$ cat config.mk
export PLATFORM = sky130hd
export DESIGN_NAME = touch_sample_median_filter_flat
export DESIGN_NICKNAME = d
export VERILOG_FILES = /design/src/hw/rtl/tsmf_pkg.sv /design/src/hw/rtl/tsmf_ifs.sv /design/src/hw/rtl/tsmf_axis_eval.sv /design/src/hw/rtl/touch_sample_median_filter.sv /design/src/flat_wrapper.sv
export SDC_FILE = /design/constraint.sdc
export NUM_CORES = 1
export LEC_CHECK = 0
export ABC_AREA = 1
export BUFFER_PORTS_ARGS = -buffer_cell sky130_fd_sc_hd__buf_4
export CORE_ASPECT_RATIO = 0.8
export CORE_MARGIN = 2
export CORE_UTILIZATION = 50
export CTS_CLUSTER_DIAMETER = 200
export CTS_CLUSTER_SIZE = 16
export DETAILED_ROUTE_END_ITERATION = 12
export PLACE_DENSITY = 0.67
export SLEW_MARGIN = 20
export SYNTH_ARGS = -nofsm -noshare
export SYNTH_HDL_FRONTEND = slang
export SYNTH_SLANG_ARGS = --single-unit
$ cat constraint.sdc
create_clock -name clk -period 17.9 [get_ports clk]
set_input_delay 1.79 -clock clk [delete_from_list [all_inputs] [get_ports clk]]
set_output_delay 1.79 -clock clk [all_outputs]
set_load 0.01 [all_outputs]
$ cat src/hw/rtl/tsmf_pkg.sv
// Shared widths, codes and types for the touch sample filter.
`default_nettype none
package tsmf_pkg;

  localparam int REPLY_W    = 16;
  localparam int SAMPLE_W   = 13;
  localparam int SUM_W      = 15;
  localparam int MEAN_W     = 14;
  localparam int THR_W      = 13;
  localparam int POS_W      = 13;
  localparam int STATUS_W   = 2;
  localparam int COUNT_W    = 4;
  localparam int NUM_GROUPS = 3;
  localparam int SHIFT      = 3;

  localparam logic [COUNT_W-1:0] LAST_PAIR  = 4'd8;
  localparam logic [COUNT_W-1:0] GRP1_FIRST = 4'd3;
  localparam logic [COUNT_W-1:0] GRP2_FIRST = 4'd6;

  // floor(s/3) == (s * 21846) >> 16 for every 15-bit s
  localparam logic [SUM_W-1:0] RECIP3   = 15'd21846;
  localparam int               RECIP_SH = 16;

  localparam logic [THR_W-1:0] THR_RESET = 13'd2;

  localparam logic [STATUS_W-1:0] ST_OK     = 2'd0;
  localparam logic [STATUS_W-1:0] ST_PEN_UP = 2'd1;
  localparam logic [STATUS_W-1:0] ST_X_BAD  = 2'd2;
  localparam logic [STATUS_W-1:0] ST_Y_BAD  = 2'd3;

  typedef logic [NUM_GROUPS-1:0][SUM_W-1:0] sum_arr_t;

  typedef struct packed {
    logic start;
  } axis_ctl_t;

  typedef struct packed {
    logic             done;
    logic             reject;
    logic [POS_W-1:0] pos;
  } axis_res_t;

endpackage
`default_nettype wire

$ cat src/hw/rtl/tsmf_ifs.sv
// Valid/ready channel interfaces for sample pairs, results and configuration.
`default_nettype none
interface tsmf_in_if;
  import tsmf_pkg::*;
  logic                valid;
  logic                ready;
  logic [REPLY_W-1:0]  x_reply;
  logic [REPLY_W-1:0]  y_reply;
  logic                pen_down;
  modport source (output valid, x_reply, y_reply, pen_down, input ready);
  modport sink   (input valid, x_reply, y_reply, pen_down, output ready);
endinterface

interface tsmf_out_if;
  import tsmf_pkg::*;
  logic                valid;
  logic                ready;
  logic [STATUS_W-1:0] status;
  logic [POS_W-1:0]    x_pos;
  logic [POS_W-1:0]    y_pos;
  modport source (output valid, status, x_pos, y_pos, input ready);
  modport sink   (input valid, status, x_pos, y_pos, output ready);
endinterface

interface tsmf_cfg_if;
  import tsmf_pkg::*;
  logic                valid;
  logic                ready;
  logic [THR_W-1:0]    reject_threshold;
  modport source (output valid, reject_threshold, input ready);
  modport sink   (input valid, reject_threshold, output ready);
endinterface
`default_nettype wire

$ cat src/hw/rtl/tsmf_axis_eval.sv
// Shared per-axis evaluator: group means, spreads, reject test and closest-pair average.
`default_nettype none
module tsmf_axis_eval (
  input  logic                             clk,
  input  logic                             rst_n,
  input  tsmf_pkg::axis_ctl_t              ctl,
  input  tsmf_pkg::sum_arr_t               sums,
  input  logic [tsmf_pkg::THR_W-1:0]       thr,
  output tsmf_pkg::axis_res_t              res
);
  import tsmf_pkg::*;

  localparam logic [2:0] P_IDLE = 3'd0;
  localparam logic [2:0] P_DIV0 = 3'd1;
  localparam logic [2:0] P_DIV1 = 3'd2;
  localparam logic [2:0] P_DIV2 = 3'd3;
  localparam logic [2:0] P_DIFF = 3'd4;
  localparam logic [2:0] P_PICK = 3'd5;

  logic [2:0]            phase_r, phase_nxt;
  logic [MEAN_W-1:0]     g_r [NUM_GROUPS];
  logic [MEAN_W-1:0]     m_r [NUM_GROUPS];
  logic [SUM_W-1:0]      div_in;
  logic [2*SUM_W-1:0]    prod;
  logic [MEAN_W-1:0]     mean;
  logic [MEAN_W-1:0]     thr_ext;
  logic [MEAN_W:0]       pair_sum;
  logic                  reject;

  function automatic logic [MEAN_W-1:0] abs_diff(input logic [MEAN_W-1:0] a,
                                                 input logic [MEAN_W-1:0] b);
    return (a > b) ? (a - b) : (b - a);
  endfunction

  always_comb begin
    phase_nxt = phase_r;
    case (phase_r)
      P_IDLE:  if (ctl.start) phase_nxt = P_DIV0;
      P_DIV0:  phase_nxt = P_DIV1;
      P_DIV1:  phase_nxt = P_DIV2;
      P_DIV2:  phase_nxt = P_DIFF;
      P_DIFF:  phase_nxt = P_PICK;
      // a start in the pick cycle chains straight into the next axis
      P_PICK:  phase_nxt = ctl.start ? P_DIV0 : P_IDLE;
      default: phase_nxt = P_IDLE;
    endcase
  end

  always_ff @(posedge clk) begin
    if (!rst_n) begin
      phase_r <= P_IDLE;
    end else begin
      phase_r <= phase_nxt;
    end
  end

  // one reciprocal multiply per cycle, shared by the three groups
  always_comb begin
    case (phase_r)
      P_DIV1:  div_in = sums[1];
      P_DIV2:  div_in = sums[2];
      default: div_in = sums[0];
    endcase
    prod = div_in * RECIP3;
    mean = prod[RECIP_SH +: MEAN_W];
  end

  always_ff @(posedge clk) begin
    case (phase_r)
      P_DIV0: g_r[0] <= mean;
      P_DIV1: g_r[1] <= mean;
      P_DIV2: g_r[2] <= mean;
      P_DIFF: begin
        m_r[0] <= abs_diff(g_r[0], g_r[1]);
        m_r[1] <= abs_diff(g_r[1], g_r[2]);
        m_r[2] <= abs_diff(g_r[2], g_r[0]);
      end
      default: ;
    endcase
  end

  // strict compares fix the tie order
  always_comb begin
    thr_ext = {{(MEAN_W-THR_W){1'b0}}, thr};
    reject  = (m_r[0] > thr_ext) && (m_r[1] > thr_ext) && (m_r[2] > thr_ext);
    if (m_r[0] < m_r[1]) begin
      if (m_r[2] < m_r[0]) pair_sum = {1'b0, g_r[0]} + {1'b0, g_r[2]};
      else                 pair_sum = {1'b0, g_r[0]} + {1'b0, g_r[1]};
    end else if (m_r[2] < m_r[1]) begin
      pair_sum = {1'b0, g_r[0]} + {1'b0, g_r[2]};
    end else begin
      pair_sum = {1'b0, g_r[1]} + {1'b0, g_r[2]};
    end
    res.done   = (phase_r == P_PICK);
    res.reject = reject;
    res.pos    = pair_sum[POS_W:1];
  end

endmodule
`default_nettype wire

$ cat src/hw/rtl/touch_sample_median_filter.sv
// Touch filter: accumulates nine X/Y pairs, then one shared evaluator decides X and Y in turn.
// Throughput: one sample pair per cycle while a point fills and the spare is empty; the input holds
//   during a decision. After the ninth pair the evaluator runs X, then Y, through three multiplies,
//   the spread and the pick; an X reject ends the point after X; each result is then registered.
// An early pen release registers its result at the accepting edge; a spare output register takes
//   one result while another waits, so outside a decision the input holds only when both are full.
// Reset (synchronous, rst_n low) clears the point, both output registers and sets the threshold to 2.
`default_nettype none
module touch_sample_median_filter (
  input  logic       clk,
  input  logic       rst_n,
  tsmf_in_if.sink    in_ch,
  tsmf_out_if.source out_ch,
  tsmf_cfg_if.sink   cfg_ch
);
  import tsmf_pkg::*;

  localparam logic [1:0] S_IDLE = 2'd0;
  localparam logic [1:0] S_X    = 2'd1;
  localparam logic [1:0] S_Y    = 2'd2;

  logic [1:0]           state_r, state_nxt;
  logic [COUNT_W-1:0]   pair_count_r, pair_count_nxt;
  sum_arr_t             x_sum_r, x_sum_nxt;
  sum_arr_t             y_sum_r, y_sum_nxt;
  logic [THR_W-1:0]     thr_r;
  logic [POS_W-1:0]     x_keep_r, x_keep_nxt;
  logic                 out_valid_r, out_valid_nxt;
  logic [STATUS_W-1:0]  out_status_r, out_status_nxt;
  logic [POS_W-1:0]     out_x_r, out_x_nxt;
  logic [POS_W-1:0]     out_y_r, out_y_nxt;
  logic                 spare_valid_r, spare_valid_nxt;
  logic [STATUS_W-1:0]  spare_status_r, spare_status_nxt;
  logic [POS_W-1:0]     spare_x_r, spare_x_nxt;
  logic [POS_W-1:0]     spare_y_r, spare_y_nxt;
  logic                 res_push;
  logic [STATUS_W-1:0]  res_status;
  logic [POS_W-1:0]     res_x, res_y;
  logic                 out_free;
  logic                 in_fire;
  logic [1:0]           grp;
  logic [SAMPLE_W-1:0]  xs, ys;
  axis_ctl_t            actl;
  axis_res_t            ares;
  sum_arr_t             eval_sums;

  assign in_ch.ready  = (state_r == S_IDLE) && !spare_valid_r;
  assign in_fire      = in_ch.valid && in_ch.ready;
  assign cfg_ch.ready = 1'b1;

  assign out_ch.valid  = out_valid_r;
  assign out_ch.status = out_status_r;
  assign out_ch.x_pos  = out_x_r;
  assign out_ch.y_pos  = out_y_r;

  assign out_free = !out_valid_r || out_ch.ready;

  assign xs = in_ch.x_reply[REPLY_W-1:SHIFT];
  assign ys = in_ch.y_reply[REPLY_W-1:SHIFT];

  always_comb begin
    if (pair_count_r < GRP1_FIRST)      grp = 2'd0;
    else if (pair_count_r < GRP2_FIRST) grp = 2'd1;
    else                                grp = 2'd2;
  end

  assign eval_sums = (state_r == S_Y) ? y_sum_r : x_sum_r;

  tsmf_axis_eval u_eval (
    .clk   (clk),
    .rst_n (rst_n),
    .ctl   (actl),
    .sums  (eval_sums),
    .thr   (thr_r),
    .res   (ares)
  );

  always_comb begin
    state_nxt        = state_r;
    pair_count_nxt   = pair_count_r;
    x_sum_nxt        = x_sum_r;
    y_sum_nxt        = y_sum_r;
    x_keep_nxt       = x_keep_r;
    out_valid_nxt    = out_valid_r;
    out_status_nxt   = out_status_r;
    out_x_nxt        = out_x_r;
    out_y_nxt        = out_y_r;
    spare_valid_nxt  = spare_valid_r;
    spare_status_nxt = spare_status_r;
    spare_x_nxt      = spare_x_r;
    spare_y_nxt      = spare_y_r;
    res_push         = 1'b0;
    res_status       = ST_OK;
    res_x            = '0;
    res_y            = '0;
    actl.start       = 1'b0;

    if (out_valid_r && out_ch.ready) out_valid_nxt = 1'b0;

    case (state_r)
      S_IDLE: begin
        if (in_fire) begin
          for (int g = 0; g < NUM_GROUPS; g++) begin
            if (grp == g[1:0]) begin
              x_sum_nxt[g] = x_sum_r[g] + {{(SUM_W-SAMPLE_W){1'b0}}, xs};
              y_sum_nxt[g] = y_sum_r[g] + {{(SUM_W-SAMPLE_W){1'b0}}, ys};
            end
          end
          pair_count_nxt = pair_count_r + 1'b1;
          if (pair_count_r == LAST_PAIR) begin
            actl.start = 1'b1;
            state_nxt  = S_X;
          end else if (!in_ch.pen_down) begin
            // early release: report and drop the partial point
            res_push       = 1'b1;
            res_status     = ST_PEN_UP;
            pair_count_nxt = '0;
            x_sum_nxt      = '0;
            y_sum_nxt      = '0;
          end
        end
      end
      S_X: begin
        if (ares.done) begin
          if (ares.reject) begin
            res_push       = 1'b1;
            res_status     = ST_X_BAD;
            pair_count_nxt = '0;
            x_sum_nxt      = '0;
            y_sum_nxt      = '0;
            state_nxt      = S_IDLE;
          end else begin
            x_keep_nxt = ares.pos;
            actl.start = 1'b1;
            state_nxt  = S_Y;
          end
        end
      end
      S_Y: begin
        if (ares.done) begin
          res_push       = 1'b1;
          res_status     = ares.reject ? ST_Y_BAD : ST_OK;
          res_x          = ares.reject ? '0 : x_keep_r;
          res_y          = ares.reject ? '0 : ares.pos;
          pair_count_nxt = '0;
          x_sum_nxt      = '0;
          y_sum_nxt      = '0;
          state_nxt      = S_IDLE;
        end
      end
      default: state_nxt = S_IDLE;
    endcase

    // advance the spare result first, then place a new one in the first free slot
    if (spare_valid_r && out_free) begin
      out_valid_nxt   = 1'b1;
      out_status_nxt  = spare_status_r;
      out_x_nxt       = spare_x_r;
      out_y_nxt       = spare_y_r;
      spare_valid_nxt = 1'b0;
    end
    if (res_push) begin
      if (out_free && !spare_valid_r) begin
        out_valid_nxt  = 1'b1;
        out_status_nxt = res_status;
        out_x_nxt      = res_x;
        out_y_nxt      = res_y;
      end else begin
        spare_valid_nxt  = 1'b1;
        spare_status_nxt = res_status;
        spare_x_nxt      = res_x;
        spare_y_nxt      = res_y;
      end
    end
  end

  always_ff @(posedge clk) begin
    if (!rst_n) begin
      state_r       <= S_IDLE;
      pair_count_r  <= '0;
      x_sum_r       <= '0;
      y_sum_r       <= '0;
      thr_r         <= THR_RESET;
      out_valid_r   <= 1'b0;
      spare_valid_r <= 1'b0;
    end else begin
      state_r       <= state_nxt;
      pair_count_r  <= pair_count_nxt;
      x_sum_r       <= x_sum_nxt;
      y_sum_r       <= y_sum_nxt;
      out_valid_r   <= out_valid_nxt;
      spare_valid_r <= spare_valid_nxt;
      if (cfg_ch.valid && cfg_ch.ready) thr_r <= cfg_ch.reject_threshold;
    end
  end

  always_ff @(posedge clk) begin
    x_keep_r       <= x_keep_nxt;
    out_status_r   <= out_status_nxt;
    out_x_r        <= out_x_nxt;
    out_y_r        <= out_y_nxt;
    spare_status_r <= spare_status_nxt;
    spare_x_r      <= spare_x_nxt;
    spare_y_r      <= spare_y_nxt;
  end

  a_count_range: assert property (@(posedge clk) disable iff (!rst_n)
    (state_r != S_IDLE) || (pair_count_r <= LAST_PAIR))
    else $error("pair count ran past the ninth pair");

  a_zero_on_fail: assert property (@(posedge clk) disable iff (!rst_n)
    (out_valid_r && out_status_r != ST_OK) |-> (out_x_r == '0 && out_y_r == '0))
    else $error("nonzero position on a failed point");

  a_done_when_busy: assert property (@(posedge clk) disable iff (!rst_n)
    ares.done |-> (state_r == S_X || state_r == S_Y))
    else $error("evaluator finished outside a decision");

  a_clear_after_result: assert property (@(posedge clk) disable iff (!rst_n)
    $rose(out_valid_r) |-> (pair_count_r == '0 && x_sum_r == '0 && y_sum_r == '0))
    else $error("point state not cleared after a result");

  a_spare_free: assert property (@(posedge clk) disable iff (!rst_n)
    res_push |-> !spare_valid_r)
    else $error("new result while the spare register is full");

endmodule
`default_nettype wire

$ cat src/flat_wrapper.sv
// flat-port wrapper written by rule: the top's interface ports become plain ports
module touch_sample_median_filter_flat import tsmf_pkg::*;
  (clk, rst_n, in_ch_valid, in_ch_x_reply, in_ch_y_reply, in_ch_pen_down, in_ch_ready, out_ch_valid, out_ch_status, out_ch_x_pos, out_ch_y_pos, out_ch_ready, cfg_ch_valid, cfg_ch_reject_threshold, cfg_ch_ready);
  tsmf_in_if in_ch_i ();
  tsmf_out_if out_ch_i ();
  tsmf_cfg_if cfg_ch_i ();
  input  logic clk;
  input  logic rst_n;
  input wire logic [$bits(in_ch_i.valid)-1:0] in_ch_valid;
  input wire logic [$bits(in_ch_i.x_reply)-1:0] in_ch_x_reply;
  input wire logic [$bits(in_ch_i.y_reply)-1:0] in_ch_y_reply;
  input wire logic [$bits(in_ch_i.pen_down)-1:0] in_ch_pen_down;
  output wire logic [$bits(in_ch_i.ready)-1:0] in_ch_ready;
  output wire logic [$bits(out_ch_i.valid)-1:0] out_ch_valid;
  output wire logic [$bits(out_ch_i.status)-1:0] out_ch_status;
  output wire logic [$bits(out_ch_i.x_pos)-1:0] out_ch_x_pos;
  output wire logic [$bits(out_ch_i.y_pos)-1:0] out_ch_y_pos;
  input wire logic [$bits(out_ch_i.ready)-1:0] out_ch_ready;
  input wire logic [$bits(cfg_ch_i.valid)-1:0] cfg_ch_valid;
  input wire logic [$bits(cfg_ch_i.reject_threshold)-1:0] cfg_ch_reject_threshold;
  output wire logic [$bits(cfg_ch_i.ready)-1:0] cfg_ch_ready;
  assign in_ch_i.valid = in_ch_valid;
  assign in_ch_i.x_reply = in_ch_x_reply;
  assign in_ch_i.y_reply = in_ch_y_reply;
  assign in_ch_i.pen_down = in_ch_pen_down;
  assign in_ch_ready = in_ch_i.ready;
  assign out_ch_valid = out_ch_i.valid;
  assign out_ch_status = out_ch_i.status;
  assign out_ch_x_pos = out_ch_i.x_pos;
  assign out_ch_y_pos = out_ch_i.y_pos;
  assign out_ch_i.ready = out_ch_ready;
  assign cfg_ch_i.valid = cfg_ch_valid;
  assign cfg_ch_i.reject_threshold = cfg_ch_reject_threshold;
  assign cfg_ch_ready = cfg_ch_i.ready;
  touch_sample_median_filter u_core (.clk(clk), .rst_n(rst_n), .in_ch(in_ch_i), .out_ch(out_ch_i), .cfg_ch(cfg_ch_i));
endmodule
==> qor.yml <==
cts_tree: "built"
ys_warn_count: 0
rsz0062_at_grt: "no"
fmax_ghz: 0.152
cellLeakagePower_nw: 15.4
outcome: "finished clean"
netlist_area_mm2: 0.0289
cts_resized: 0
p_switching_mw: 1.16
cts_buffers: 20
routed_wl_um: 91400
fin_skew_ns: 0.0281
num_vias: 27260
fin_nets: 4691
grt_pass1_wl_um: 142000
postLayoutCellArea_mm2: 0.0305
postSynthCellCount: 4199
final.setup.tns_ns: 0
first_pass_iters: 7
final_max_slew_viol_count: 0
start_util: 0.508
p_seq_frac: 0.295
port_buffers: 74
via_per_inst: 5.50
antenna_left: 0
cts_hold_buf: 0
grt_util_met3: 0.0731
synth_top_flop_cell: "dfxtp_1"
cp_max_fo: 36
htree_levels: 1
dp_hpwl_um: 72300
clk_path_buf_depth: 3
period_needed_ns: 6.60
num_io_pins: 82
met2_usage: 0.436
critPathKind: "flip-flop to flip-flop"
relSlewSlack: 0.215
pre_cts_slack_ns: 11.48
core_mm2: 0.0569
clock_latency_ns: 0.55
gr-usage-all-layers: 0.306
drt_iter0_markers: 3152
top_usage_layer: "met1"
cts_root_buf: "clkbuf_16"
fin_util: 0.535
endpoint_kind: "flip-flop"
rr_worst_depth: 21
final_cell_count_no_fill: 4954
dpl_cell_area_mm2: 0.0299
diodes: 0
cts_setup_buffers: 0
grt_max_degree: 84
final.period_utilization: 0.369
worst_pin_slew_ns: 1.18
wire_per_inst_um: 18.4
power.total_mw: 2.53
peakVddDrop_mv: 0.0955
first_global_vias: 24757
sw_frac_of_total: 0.457
area_growth_syn_to_layout_pct: 5.34
clockPowerShare: 0.174
holdWs_ns: 0.491
drv_cap: 0
drcViolationCount: 0
power_density_mw_per_mm2: 83.1
gr-total-overflow: 0
hold_depth: 2
worstHoldPathType: "flip-flop to flip-flop"
internal_power_mw: 1.37
multi_input_area_mm2: 0.0192
rows: 78
die_w_um: 273
ys_types: 58
rrSetupSlack_ns: 11.30
nFillCells: 5717
final-setup-viol-count: 0
grtUsageMet1: 0.463
dp.cells: 4920
clk_pin_slew_ns: 0.07
ys_seq_elements: 267
critPathRequiredTime_ns: 18.17
area.sequential_mm2: 0.00660
synth_nets: 4708
combPwrFrac: 0.531
layout-drive-gt1-share: 0.0489
die_h_um: 219
avgSynthCellArea_um2: 6.89
gp_congestion: 0.982
synth_edf_count: 125
critPathArrivalTime_ns: 6.87
setup_ws_ns: 11.30
finalHoldViolations: 0
die-area_mm2: 0.0598
grt_antenna_before_repair: 0
synth_seq_area_share: 0.228
cts_num_sinks: 267
ys_async_sr_fraction: 0
start_kind: "flip-flop"
==> sequential cells by signal (all words and copies together), names as in the netlist, 13 cells and up <==
name / cells
u_core.out_ch.x_pos: 13
u_core.spare_x_r: 13
u_core.u_eval.m_r: 42
u_core.x_sum_r: 45
u_core.x_keep_r: 13
u_core.u_eval.g_r: 42
u_core.out_ch.y_pos: 13
u_core.y_sum_r: 45
u_core.spare_y_r: 13
u_core.thr_r: 13
==> placed cells by master, fill, tap and decap left out, drive strengths merged, types with 15 or more instances in the layout <==
master / count
clkbuf: 32
ha: 383
nand2: 1121
edfxtp: 125
o21ai: 189
inv: 653
a21oi: 334
nand3: 286
mux2: 28
o21bai: 22
xor2: 80
or2: 17
dfxtp: 142
nor3: 15
nand4: 95
nor2: 333
a21o: 17
xnor2: 19
o221ai: 16
o211ai: 32
fa: 75
buf: 96
==> power groups by stage <==
stage	Clock (mW)	Sequential, mW	Combinational [mW]
after floorplan	0	0.743	1.00
after global placement	0	0.758	1.31
after detailed placement	0	0.759	1.32
after CTS	0.453	0.745	1.34
after global routing	0.475	0.750	1.54
final	0.440	0.748	1.34
==> layout make-up <==
cell class	instances	share of cell area
Clock inverter	2	0.000780
Multi-Input combinational cell	3139	0.629
Timing Repair Buffer	96	0.0237
Clock buffer	32	0.0179
Tap cell	760	0.0312
Inverter	658	0.0812
Sequential cell	267	0.217
==> logic make-up (layout without fill, tap and decap cells) <==
group           after synthesis  in the layout  share of synthesized area
xor+xnor                     99             99                     0.0300
flops                       267            267                      0.228
compound gates              670            670                      0.131
mux                          32             32                     0.0123
simple gates               1879           1879                      0.270
other cells                   1              1                   0.000130
fa+ha+maj                   458            458                      0.218
buf+inv                     793            788                      0.111
==> path summary, 6_finish.rpt <==
check | start | endpoint
max | u_core.state_r[0]$_SDFFE_PN0P_ | u_core.u_eval.g_r[0][41]$_DFFE_PN_
min | u_core.x_sum_r[5]$_SDFFE_PN0P_ | u_core.x_sum_r[5]$_SDFFE_PN0P_
max reg2reg | u_core.state_r[0]$_SDFFE_PN0P_ | u_core.u_eval.g_r[0][41]$_DFFE_PN_
min reg2reg | u_core.x_sum_r[5]$_SDFFE_PN0P_ | u_core.x_sum_r[5]$_SDFFE_PN0P_
==> Yosys cell counts, types with 3 or more instances <==
cell | instances | area [µm²]
a2111oi_0 | 6 | 52.6
a31oi_1 | 7 | 43.8
a211oi_1 | 12 | 90.1
a21oi_1 | 333 | 1670
nand3_1 | 285 | 1430
o21a_1 | 12 | 90.1
clkinv_1 | 5 | 18.8
clkbuf_1 | 48 | 180
buf_1 | 7 | 26.3
mux2_2 | 28 | 315
buf_4 | 21 | 158
ha_1 | 383 | 4790
fa_1 | 75 | 1500
dfxtp_1 | 142 | 2840
nand3b_1 | 8 | 60.1
xnor2_1 | 19 | 166
nor2_1 | 327 | 1230
or2_2 | 16 | 100
buf_6 | 11 | 124
mux2i_1 | 4 | 40.0
o21bai_1 | 22 | 165
inv_1 | 644 | 2420
a21boi_0 | 5 | 37.5
nor3_1 | 14 | 70.1
inv_2 | 8 | 30.0
nand4_1 | 95 | 594
xor2_1 | 80 | 701
buf_2 | 47 | 235
nor2_2 | 5 | 31.3
o21ai_2 | 8 | 70.1
o211ai_1 | 32 | 240
edfxtp_1 | 125 | 3750
a21o_1 | 17 | 128
o21ai_1 | 14 | 70.1
o221ai_1 | 16 | 140
nand2_2 | 7 | 43.8
nand2_1 | 1113 | 4180
o22ai_1 | 3 | 18.8
o21ai_0 | 167 | 836
a221oi_1 | 6 | 52.6
==> layer usage <==
layer  part of all wire  vias to the layer above
met5                  0                        -
met4              0.021                        0
met3               0.11                      102
met2               0.39                     1003
met1               0.48                    12482
li1                   -                    13673
==> worst max-delay path, cell delays in order (launching register included) <==
cell	delay [ns]
dfxtp_1	0.33
inv_1	0.12
ha_1	0.17
buf_4	0.34
o21ai_0	0.19
a221oi_1	1.00
ha_1	0.42
inv_1	0.10
fa_1	0.52
fa_1	0.44
fa_1	0.54
inv_1	0.04
ha_1	0.28
ha_1	0.28
ha_1	0.37
a21oi_1	0.21
o21a_1	0.17
nor2_1	0.05
a2111oi_0	0.44
nand2_1	0.10
nand2_1	0.08
nand2_1	0.12
Power figures use the tool's default switching activity.
